File: src/rtl/uer_pkg.sv
package uer_pkg;

  localparam int COUNTER_BITS_DEF = 16;

  localparam int CFG_IDX_W = 3;
  localparam int CFG_DATA_W = 16;

  localparam logic [CFG_IDX_W-1:0] CFG_TRIGGER_TICKS = 3'd0;
  localparam logic [CFG_IDX_W-1:0] CFG_TIMEOUT_TICKS = 3'd1;
  localparam logic [CFG_IDX_W-1:0] CFG_SCALE_Q16     = 3'd2;
  localparam logic [CFG_IDX_W-1:0] CFG_SPACING_MM    = 3'd3;
  localparam logic [CFG_IDX_W-1:0] CFG_OFFSET_Q4     = 3'd4;

  localparam logic [15:0] TRIGGER_TICKS_RST = 16'd4000;
  localparam logic [15:0] TIMEOUT_TICKS_RST = 16'd5000;
  localparam logic [15:0] SCALE_Q16_RST     = 16'd55706;
  localparam logic [7:0]  SPACING_MM_RST    = 8'd26;
  localparam logic [9:0]  OFFSET_Q4_RST     = 10'd192;

  localparam int DIST_W = 17;
  localparam logic [DIST_W-1:0] DIST_MAX = 17'h1FFFF;

  // squared range is 48 bits, root is 24 bits
  localparam int RAD_W = 48;
  localparam int ROOT_W = 24;

  typedef enum logic [3:0] {
    PH_IDLE = 4'b0001,
    PH_TRIG = 4'b0010,
    PH_WAIT = 4'b0100,
    PH_MEAS = 4'b1000
  } phase_t;

  typedef struct packed {
    logic accept;
    logic tick;
    logic mul1;
    logic mul2;
    logic mul3;
    logic root_init;
    logic root_step;
    logic finish;
    logic load_out;
  } ctl_cmd_t;

  typedef struct packed {
    logic need_range;
    logic root_last;
  } dp_status_t;

endpackage

File: src/rtl/ultrasonic_echo_ranger.sv
// channel | direction | handshake          | payload
// in      | input     | in_valid/in_stall   | in_start_req, in_echo_level
// out     | output    | out_valid/out_stall | trigger, busy, done, timed_out, pulse, distance
// cfg     | input     | cfg_valid/cfg_ready | cfg_index (3b), cfg_data (16b)
//
// One result per tick item. A plain tick stalls the input after it is accepted through
// the state update and the output load. The tick that ends a pulse stalls it through the
// state update, three multiply stages, subtract, 24 square-root iterations,
// rounding/offset and output load; no new item is taken before its result is loaded.
// The next item is taken while a result waits in the output register; a second finished
// result stalls the input until the first is taken. Synchronous active-low reset
// restores register defaults and the idle phase.
module ultrasonic_echo_ranger #(
  parameter int COUNTER_BITS = uer_pkg::COUNTER_BITS_DEF
) (
  input  logic                           clk,
  input  logic                           rst_n,
  input  logic                           in_valid,
  output logic                           in_stall,
  input  logic                           in_start_req,
  input  logic                           in_echo_level,
  output logic                           out_valid,
  input  logic                           out_stall,
  output logic                           out_trigger_level,
  output logic                           out_busy_res,
  output logic                           out_done_res,
  output logic                           out_timed_out,
  output logic [15:0]                    out_pulse_ticks,
  output logic [uer_pkg::DIST_W-1:0]     out_distance_q4,
  input  logic                           cfg_valid,
  output logic                           cfg_ready,
  input  logic [uer_pkg::CFG_IDX_W-1:0]  cfg_index,
  input  logic [uer_pkg::CFG_DATA_W-1:0] cfg_data
);

  uer_pkg::ctl_cmd_t   cmd;
  uer_pkg::dp_status_t status;

  assign cfg_ready = 1'b1;

  uer_ctrl u_ctrl (
    .clk       (clk),
    .rst_n     (rst_n),
    .in_valid  (in_valid),
    .in_stall  (in_stall),
    .out_valid (out_valid),
    .out_stall (out_stall),
    .cmd       (cmd),
    .status    (status)
  );

  uer_datapath #(
    .COUNTER_BITS (COUNTER_BITS)
  ) u_datapath (
    .clk               (clk),
    .rst_n             (rst_n),
    .cfg_we            (cfg_valid && cfg_ready),
    .cfg_index         (cfg_index),
    .cfg_data          (cfg_data),
    .in_start_req      (in_start_req),
    .in_echo_level     (in_echo_level),
    .cmd               (cmd),
    .status            (status),
    .out_trigger_level (out_trigger_level),
    .out_busy_res      (out_busy_res),
    .out_done_res      (out_done_res),
    .out_timed_out     (out_timed_out),
    .out_pulse_ticks   (out_pulse_ticks),
    .out_distance_q4   (out_distance_q4)
  );

endmodule

File: src/rtl/uer_ctrl.sv
module uer_ctrl (
  input  logic                 clk,
  input  logic                 rst_n,
  input  logic                 in_valid,
  output logic                 in_stall,
  output logic                 out_valid,
  input  logic                 out_stall,
  output uer_pkg::ctl_cmd_t    cmd,
  input  uer_pkg::dp_status_t  status
);

  typedef enum logic [7:0] {
    S_IDLE = 8'b0000_0001,
    S_TICK = 8'b0000_0010,
    S_MUL1 = 8'b0000_0100,
    S_MUL2 = 8'b0000_1000,
    S_MUL3 = 8'b0001_0000,
    S_SUB  = 8'b0010_0000,
    S_ROOT = 8'b0100_0000,
    S_FIN  = 8'b1000_0000
  } ctl_state_t;

  ctl_state_t state_r, state_nxt;
  logic       out_valid_r, out_valid_nxt;
  logic       pend_r, pend_nxt;
  logic       out_free;

  assign out_free  = !out_valid_r || !out_stall;
  assign in_stall  = (state_r != S_IDLE) || pend_r;
  assign out_valid = out_valid_r;

  always_comb begin
    state_nxt = state_r;
    pend_nxt  = pend_r;
    cmd       = '0;
    unique case (state_r)
      S_IDLE: begin
        if (in_valid && !pend_r) begin
          cmd.accept = 1'b1;
          state_nxt  = S_TICK;
        end
      end
      S_TICK: begin
        cmd.tick = 1'b1;
        if (status.need_range) begin
          state_nxt = S_MUL1;
        end else begin
          pend_nxt  = 1'b1;
          state_nxt = S_IDLE;
        end
      end
      S_MUL1: begin
        cmd.mul1  = 1'b1;
        state_nxt = S_MUL2;
      end
      S_MUL2: begin
        cmd.mul2  = 1'b1;
        state_nxt = S_MUL3;
      end
      S_MUL3: begin
        cmd.mul3  = 1'b1;
        state_nxt = S_SUB;
      end
      S_SUB: begin
        cmd.root_init = 1'b1;
        state_nxt     = S_ROOT;
      end
      S_ROOT: begin
        cmd.root_step = 1'b1;
        if (status.root_last) begin
          state_nxt = S_FIN;
        end
      end
      S_FIN: begin
        cmd.finish = 1'b1;
        pend_nxt   = 1'b1;
        state_nxt  = S_IDLE;
      end
      default: begin
        state_nxt = S_IDLE;
      end
    endcase
    // a finished item moves to the output register once it is free
    if (pend_r && out_free) begin
      cmd.load_out = 1'b1;
      pend_nxt     = 1'b0;
    end
  end

  always_comb begin
    out_valid_nxt = out_valid_r;
    if (cmd.load_out) begin
      out_valid_nxt = 1'b1;
    end else if (out_valid_r && !out_stall) begin
      out_valid_nxt = 1'b0;
    end
  end

  always_ff @(posedge clk) begin
    if (!rst_n) begin
      state_r     <= S_IDLE;
      out_valid_r <= 1'b0;
      pend_r      <= 1'b0;
    end else begin
      state_r     <= state_nxt;
      out_valid_r <= out_valid_nxt;
      pend_r      <= pend_nxt;
    end
  end

endmodule

File: src/rtl/uer_datapath.sv
module uer_datapath #(
  parameter int COUNTER_BITS = uer_pkg::COUNTER_BITS_DEF
) (
  input  logic                               clk,
  input  logic                               rst_n,
  input  logic                               cfg_we,
  input  logic [uer_pkg::CFG_IDX_W-1:0]      cfg_index,
  input  logic [uer_pkg::CFG_DATA_W-1:0]     cfg_data,
  input  logic                               in_start_req,
  input  logic                               in_echo_level,
  input  uer_pkg::ctl_cmd_t                  cmd,
  output uer_pkg::dp_status_t                status,
  output logic                               out_trigger_level,
  output logic                               out_busy_res,
  output logic                               out_done_res,
  output logic                               out_timed_out,
  output logic [15:0]                        out_pulse_ticks,
  output logic [uer_pkg::DIST_W-1:0]         out_distance_q4
);

  localparam int CB = COUNTER_BITS;
  localparam int CW = (CB > 16) ? CB : 16;
  localparam logic [CB-1:0] CNT_MAX = '1;
  localparam int RW = uer_pkg::RAD_W;
  localparam int QW = uer_pkg::ROOT_W;
  localparam int DW = uer_pkg::DIST_W;

  // configuration
  logic [15:0] trig_ticks_r, tmo_ticks_r, scale_r;
  logic [7:0]  spacing_r;
  logic [9:0]  offset_r;

  always_ff @(posedge clk) begin
    if (!rst_n) begin
      trig_ticks_r <= uer_pkg::TRIGGER_TICKS_RST;
      tmo_ticks_r  <= uer_pkg::TIMEOUT_TICKS_RST;
      scale_r      <= uer_pkg::SCALE_Q16_RST;
      spacing_r    <= uer_pkg::SPACING_MM_RST;
      offset_r     <= uer_pkg::OFFSET_Q4_RST;
    end else if (cfg_we) begin
      unique case (cfg_index)
        uer_pkg::CFG_TRIGGER_TICKS: trig_ticks_r <= cfg_data;
        uer_pkg::CFG_TIMEOUT_TICKS: tmo_ticks_r  <= cfg_data;
        uer_pkg::CFG_SCALE_Q16:     scale_r      <= cfg_data;
        uer_pkg::CFG_SPACING_MM:    spacing_r    <= cfg_data[7:0];
        uer_pkg::CFG_OFFSET_Q4:     offset_r     <= cfg_data[9:0];
        default: ;
      endcase
    end
  end

  // latched input item
  logic start_r, echo_r;
  always_ff @(posedge clk) begin
    if (cmd.accept) begin
      start_r <= in_start_req;
      echo_r  <= in_echo_level;
    end
  end

  // tick state
  uer_pkg::phase_t phase_r, phase_nxt;
  logic [CB-1:0]   cnt_r, cnt_nxt;
  logic            tmo_flag_r, tmo_flag_nxt;
  logic [15:0]     pulse_r, pulse_nxt;
  logic [DW-1:0]   dist_r;
  logic            trig_r, trig_nxt;
  logic            done_r, done_nxt;
  logic            clr_dist;
  logic [CB-1:0]   cnt_up;
  logic [CW-1:0]   cnt_w;
  logic [15:0]     cnt_sat16;
  logic            tmo;

  function automatic logic hit_timeout(input logic [CB-1:0] c, input logic [15:0] lim);
    hit_timeout = (CW'(c) >= CW'(lim)) || (c == CNT_MAX);
  endfunction

  assign cnt_up    = (cnt_r == CNT_MAX) ? CNT_MAX : cnt_r + 1'b1;
  assign cnt_w     = CW'(cnt_r);
  assign cnt_sat16 = (cnt_w > CW'(16'hFFFF)) ? 16'hFFFF : cnt_w[15:0];

  assign status.need_range = (phase_r == uer_pkg::PH_MEAS) && !echo_r;

  always_comb begin
    phase_nxt    = phase_r;
    cnt_nxt      = cnt_r;
    tmo_flag_nxt = tmo_flag_r;
    pulse_nxt    = pulse_r;
    trig_nxt     = 1'b0;
    done_nxt     = 1'b0;
    clr_dist     = 1'b0;
    tmo          = 1'b0;
    unique case (phase_r)
      uer_pkg::PH_IDLE: begin
        if (start_r) begin
          phase_nxt    = uer_pkg::PH_TRIG;
          cnt_nxt      = CB'(1);
          tmo_flag_nxt = 1'b0;
          trig_nxt     = 1'b1;
        end
      end
      uer_pkg::PH_TRIG: begin
        if ((CW'(cnt_r) >= CW'(trig_ticks_r)) || (cnt_r == CNT_MAX)) begin
          phase_nxt = uer_pkg::PH_WAIT;
          cnt_nxt   = '0;
        end else begin
          cnt_nxt  = cnt_up;
          trig_nxt = 1'b1;
        end
      end
      uer_pkg::PH_WAIT: begin
        if (echo_r) begin
          cnt_nxt   = CB'(1);
          phase_nxt = uer_pkg::PH_MEAS;
        end else begin
          cnt_nxt = cnt_up;
        end
        tmo = hit_timeout(cnt_nxt, tmo_ticks_r);
      end
      uer_pkg::PH_MEAS: begin
        if (echo_r) begin
          cnt_nxt = cnt_up;
          tmo     = hit_timeout(cnt_nxt, tmo_ticks_r);
        end else begin
          // range itself is filled in by the square-root sequence
          pulse_nxt    = cnt_sat16;
          tmo_flag_nxt = 1'b0;
          phase_nxt    = uer_pkg::PH_IDLE;
          done_nxt     = 1'b1;
        end
      end
      default: begin
        phase_nxt = uer_pkg::PH_IDLE;
      end
    endcase
    if (tmo) begin
      tmo_flag_nxt = 1'b1;
      pulse_nxt    = '0;
      clr_dist     = 1'b1;
      phase_nxt    = uer_pkg::PH_IDLE;
      done_nxt     = 1'b1;
    end
  end

  // range arithmetic
  logic [31:0]   prod_r;
  logic [32:0]   prod_rnd;
  logic [QW-1:0] d8_r;
  logic [29:0]   half_r;
  logic [RW-1:0] sq_r;
  logic [RW-1:0] rem_r, root_r, bit_r;
  logic [RW:0]   trial;
  logic [QW:0]   root_rnd;
  logic [21:0]   res;
  logic [15:0]   sp_sq;

  assign prod_rnd = {1'b0, prod_r} + 33'd128;
  assign sp_sq    = spacing_r * spacing_r;
  assign trial    = {1'b0, root_r} + {1'b0, bit_r};
  assign root_rnd = {1'b0, root_r[QW-1:0]} + (QW+1)'(8);
  assign res      = 22'(root_rnd[QW:4]) + 22'(offset_r);
  assign status.root_last = bit_r[0];

  always_ff @(posedge clk) begin
    if (cmd.mul1) begin
      prod_r <= pulse_r * scale_r;
    end
    if (cmd.mul2) begin
      d8_r   <= prod_rnd[QW+7:8];
      half_r <= {sp_sq, 14'd0};
    end
    if (cmd.mul3) begin
      sq_r <= d8_r * d8_r;
    end
    if (cmd.root_init) begin
      rem_r  <= (sq_r > RW'(half_r)) ? sq_r - RW'(half_r) : '0;
      root_r <= '0;
      bit_r  <= RW'(1) << (RW - 2);
    end else if (cmd.root_step) begin
      if ({1'b0, rem_r} >= trial) begin
        rem_r  <= rem_r - trial[RW-1:0];
        root_r <= (root_r >> 1) + bit_r;
      end else begin
        root_r <= root_r >> 1;
      end
      bit_r <= bit_r >> 2;
    end
  end

  always_ff @(posedge clk) begin
    if (!rst_n) begin
      phase_r    <= uer_pkg::PH_IDLE;
      cnt_r      <= '0;
      tmo_flag_r <= 1'b0;
      pulse_r    <= '0;
      dist_r     <= '0;
      trig_r     <= 1'b0;
      done_r     <= 1'b0;
    end else begin
      if (cmd.tick) begin
        phase_r    <= phase_nxt;
        cnt_r      <= cnt_nxt;
        tmo_flag_r <= tmo_flag_nxt;
        pulse_r    <= pulse_nxt;
        trig_r     <= trig_nxt;
        done_r     <= done_nxt;
        if (clr_dist) begin
          dist_r <= '0;
        end
      end
      if (cmd.finish) begin
        dist_r <= (res > 22'(uer_pkg::DIST_MAX)) ? uer_pkg::DIST_MAX : res[DW-1:0];
      end
    end
  end

  // output register
  always_ff @(posedge clk) begin
    if (cmd.load_out) begin
      out_trigger_level <= trig_r;
      out_busy_res      <= (phase_r != uer_pkg::PH_IDLE);
      out_done_res      <= done_r;
      out_timed_out     <= tmo_flag_r;
      out_pulse_ticks   <= pulse_r;
      out_distance_q4   <= dist_r;
    end
  end

endmodule

File: config.mk
export PLATFORM = sky130hd
export DESIGN_NAME = ultrasonic_echo_ranger
export DESIGN_NICKNAME = d
export VERILOG_FILES = /design/src/rtl/uer_pkg.sv /design/src/rtl/ultrasonic_echo_ranger.sv /design/src/rtl/uer_ctrl.sv /design/src/rtl/uer_datapath.sv
export SDC_FILE = /design/constraint.sdc
export NUM_CORES = 2
export LEC_CHECK = 0
export BUFFER_PORTS_ARGS = -buffer_cell sky130_fd_sc_hd__buf_4
export CORE_MARGIN = 4
export CORE_UTILIZATION = 39
export CTS_CLUSTER_DIAMETER = 200
export DETAILED_ROUTE_END_ITERATION = 8
export GPL_ROUTABILITY_DRIVEN = 0
export PLACE_DENSITY = 0.64
export SLEW_MARGIN = 20
export SYNTH_ARGS = -nofsm -noshare
export SYNTH_HDL_FRONTEND = slang
export SYNTH_SLANG_ARGS = --single-unit
File: constraint.sdc
create_clock -name clk -period 10.3 [get_ports clk]
set_clock_uncertainty 0.15 [all_clocks]
set_input_delay 0.515 -clock clk [delete_from_list [all_inputs] [get_ports clk]]
set_output_delay 0.515 -clock clk [all_outputs]
set_load 0.1 [all_outputs]
* Word-level counts from Yosys, hierarchy flattened
Cells that the tools add are included.
Storage, ports and cells: flip-flop bits (word level) 411, input port bits 26
Cells by class: add/subtract/negate cells 8, $mul 3, $lt $le $gt $ge 7, eq/ne operators 31, multiplexer cells 57, bitwise logic cells 1, reductions and logical operators 37
Operator list (number):
- 48-bit 2-to-1 mux | 5
- 16-bit 2-to-1 mux | 10
- 17-bit 2-to-1 mux | 4
- 16-bit case mux with 4 select lines | 1
- 8-bit case mux with 7 select lines | 1
- 48-bit by 47-bit adder with 49-bit output | 1
- 48-bit by 49-bit greater-or-equal comparator with 1-bit output | 1
- 47-bit by 47-bit adder with 48-bit output | 1
- 16-bit equality test (second input constant) | 3
- 16-bit greater-or-equal comparator | 3
- 48-bit by 30-bit greater-than comparator with 1-bit output | 1
- 24-bit by 24-bit multiplier with 48-bit output | 1
- 48-bit by 30-bit subtractor with 48-bit output | 1
- 48-bit subtractor | 1
- 32-bit by 8-bit adder with 32-bit output (second input constant) | 1
- 16-bit by 16-bit multiplier with 32-bit output | 1
- 24-bit by 4-bit adder with 25-bit output (second input constant) | 1
- 1-bit 2-to-1 mux | 23
- 21-bit by 10-bit adder with 22-bit output | 1
- 22-bit by 17-bit greater-than comparator with 1-bit output (second input constant) | 1
- 4-bit 2-to-1 mux | 5
- 2-bit AND reduction | 9
- 16-bit by 1-bit adder with 16-bit output (second input constant) | 1
- 16-bit greater-than comparator (second input constant) | 1
- 38 further kinds | 66

* Longest topological paths before layout
depth after elaboration 11, gate-level depth with buffers 27, depth with buffers taken out 26

* By module
A second synthesis with hierarchy kept.
Unflattened totals: cell total of the unflattened synthesis 5438, area total of the unflattened synthesis 49416.1 um2
By module, submodules not included:
- uer_datapath | instances 1, cells an instance 5379, area an instance 48880.6 um2, seq. area each 9829.4 um2
- uer_ctrl | instances 1, cells an instance 57, area an instance 524.3 um2, seq. area each 200.2 um2
- ultrasonic_echo_ranger | instances 1, cells an instance 2, area an instance 11.3 um2, seq. area each 0.0 um2

* Worst setup path after synthesis
No wires, ideal clock.
path type register -> register, start register u_datapath.d8_r[2], end register u_datapath.sq_r[43] (data pin), setup time 0.260 ns, data arrival time 6.796 ns, path slack 3.095 ns, stages on the path, launching flop included 27, buffers on the path 1, clock period less this slack 7.205 ns, cells stage by stage edfxtp_1 -> clkbuf_1 -> nand2_1 -> fa_1 -> inv_1 -> fa_1 -> inv_1 -> fa_1 -> inv_1 -> fa_1 -> inv_1 -> fa_1 -> inv_1 -> fa_1 -> inv_1 -> fa_1 -> inv_1 -> ha_1 -> nand3_1 -> nor2_1 -> o211ai_1 -> a31oi_1 -> a41oi_1 -> o31a_1 -> o21ai_0 -> a21boi_0 -> xnor2_1
On the way: word-level cells in the longest chain between the ends 1
RTL lines:
- from (decl) | RTL line uer_datapath.sv:149 | logic [QW-1:0] d8_r;
- from (signal assigned) | RTL line uer_datapath.sv:170 | d8_r <= prod_rnd[QW+7:8];
- 24-bit by 24-bit multiplier with 48-bit output | RTL line uer_datapath.sv:174 | sq_r <= d8_r * d8_r;
- to (signal assigned) | RTL line uer_datapath.sv:174
- to (decl) | RTL line uer_datapath.sv:151 | logic [RW-1:0] sq_r;
No other way between the ends. A chain may end at the register's enable or synchronous reset.

* Worst setup path after layout
start register u_datapath.d8_r[14], end register u_datapath.sq_r[43] (data pin)
Same word-level chain as after synthesis.

==> run metrics <==
RSZ-0062 raised after global routing=false; via count=approximately 38000; critical path's slowest cell=edfxtp_1; Global Route met2 Usage=0.312; Worst setup EP type=register; Hold Path Origin=cfg_data[11]; post-CTS sizing=0; placed inst area=52100 µm²; Post-synth EDFFs=198; Setup Viol. Count Final=0; antenna violations before repair=3; vias in the first global route=about 39000; core area=between 100000 and 150000 µm²; fin nets=approximately 6600; worst skew pair latency=0.61 ns; status=finished, final reports clean; Port Buf Inserts=64; Setup TNS=0 ns; layout cells sized above 1=0.0442; number of CTS-inserted buffers=47; Slew Limit Headroom=0.281; Max clock buf depth=3; maximum vdd ir drop=between 0.1 and 0.15 mV; total track usage=0.188; CP Data Required Time=approximately 10 ns; # rows=131; largest net degree at the start of global routing=73; Post-synth ARST share=0; Leak=0.0251 µW; Synthesis Warnings=0; antenna-violating nets left=0; Worst R2R Path Depth=25; Starting Density=0.392; ys flop type=dfxtp_1; maxcap violations=0; number of hold buffers added after cts=3; crit-path max FO=16; clock root cell=clkbuf_16; Peak Freq=between 0.1 and 0.15 GHz; final slew viol count=0; Synthesized Nets=6700; Detailed Place HPWL=just under 100000 µm; most common cell after layout, fill and taps aside=inv_1; DRC=0; HP Class=primary input to register; post-synthesis sequential area ratio=0.200; DRT Pass-1 Iters=6; I/O pins=66; worst r2r src=u_datapath.d8_r[14]; Worst EP arrival=around 8.5 ns; max incr delay on CP=0.92 ns; final core utilization=0.422; CTS tree=done; Worst-path clk slew=roughly 0.07 ns; DR iter-0 viols=approximately 2800; Area contributors post-synth=fa_1 26%, ha_1 12%, edfxtp_1 12%; hold depth=3; pwr dens=between 60 and 70 nW/µm²; Vias/cell=between 5 and 6; Total Die Area=134000 µm²; critical path startpoint=u_datapath.d8_r[14]; register bit total from synthesis=roughly 400; most frequent cells in the layout=926 x inv_1, 673 x nand2_1, 642 x fa_1, 484 x ha_1, 257 x and2_1; minimum clock period=roughly 8.3 ns; GRT met3 Usage=0.0250; die extent in y=about 370 µm; Worst-Margin Slew=around 1.1 ns; synthesized area=between 50000 and 60000 µm²; postcts setup bufs=0; Synth cell types=slightly below 90; Design Area, Final=approximately 54000 µm²; total grt overflow=0; drt total wl=~130000 µm; cell taking the most area after synthesis=fa_1; Post-Synthesis Cells=around 5500; CTS Sinks=roughly 400; global-route wire length before repair=roughly 210000 µm; DR WL/cell=~17 µm; Top Usage Layer GRT=met2; Crit Path Category=register to register; Final Hold Fails=0; Yosys top cell area share=0.257; syn avg cell area=9.02 µm²; area delta synth->final=7.42%; Pwr Total=roughly 3700 µW; CTS HTree Levels=2; M1 GR Usage=0.259; CP Launch Type=register; Die X=366 µm; final period utilization=0.803
final cells by class:
type                    count  area (µm²)
fillers                 12500       73800
multi-input cells        3989       35700
flip-flops and latches    402       10000
inverters                 928        3480
well taps                1662        2080
clock buffers              55        1250
repair buffers            112         848
clock inverters            33         387
diodes                      1        2.50
critical path: cells and delay by family (launching register included):
kind	cells	cell delay, ns
and+or+nand+nor	3	0.56
buffers and inverters	7	0.36
xor gates and xnor gates	1	0.15
DFF	1	0.92
AOI/OAI and AO/OA	6	1.83
adders and majority gates	8	4.01
registers in the layout, summed over array words and instances, names as in the netlist, 4 cells and up:
signal	flops
u_datapath.out_pulse_ticks	16
u_datapath.prod_r	25
u_datapath.scale_r	16
u_datapath.out_distance_q4	17
u_ctrl.state_r	8
u_datapath.half_r	15
u_datapath.offset_r	10
u_datapath.cnt_r	16
u_datapath.sq_r	47
u_datapath.phase_r	4
u_datapath.root_r	48
u_datapath.rem_r	48
u_datapath.trig_ticks_r	16
u_datapath.d8_r	24
u_datapath.bit_r	24
u_datapath.spacing_r	8
u_datapath.dist_r	17
u_datapath.tmo_ticks_r	16
u_datapath.pulse_r	16
through the flow:
step	hold WS (ns)	worst slack, ns	cells
floorplan	0.252	3.09	5548
detailed placement	0.266	2.10	7090
CTS	0.00789	2.08	7181
global route	0.0327	1.54	7181
global placement	0.267	2.11	7090
finish	0.0448	2.02	7182
power breakdown:
| part | internal (µW) | switching (µW) | total (µW) | leakage, µW |
|---|---|---|---|---|
| Sequential | 1680 | 21.3 | 1700 | 0.00342 |
| Clock | 1030 | 765 | 1800 | 0.000783 |
| Combinational | 52.6 | 101 | 154 | 0.0209 |
layer usage:
metal,part of all wire,wire [µm]
met5,0.00010,13
met4,0.026,3210
met3,0.062,7720
met2,0.47,59100
met1,0.44,55300
final timing paths:
| path | end | slack [ns] |
|---|---|---|
| worst min register to register | u_datapath.out_distance_q4[13] | 0.28 |
| worst max register to register | u_datapath.sq_r[43] | 2.02 |
| worst min-delay path | u_datapath.scale_r[11] | 0.04 |
| worst max-delay path | u_datapath.sq_r[43] | 2.02 |
Yosys cell counts, drive strengths merged, types with 27 or more instances:
master,instances
a31oi,64
edfxtp,198
nand2b,28
clkbuf,198
xor2,115
a21o,83
ha,484
nor3,66
nand3,139
o22ai,41
nor2b,51
inv,928
o21bai,31
dfxtp,204
nand2,674
a211oi,38
o21a,27
and2,260
nand4,54
fa,642
a21oi,227
xnor2,189
a22o,41
o211ai,36
buf,31
nor2,216
o21ai,157
and3,42
kinds of logic after synthesis:
group	Yosys count	synth area share
adders and majority gates	1126	0.378
xor gates and xnor gates	304	0.0532
other	1	0.0000749
AOI/OAI and AO/OA	919	0.122
muxes	12	0.00258
buffers and inverters	1157	0.0876
and+or+nand+nor	1627	0.156
DFF	402	0.200
Note: power is estimated with default switching activity, not from simulation.
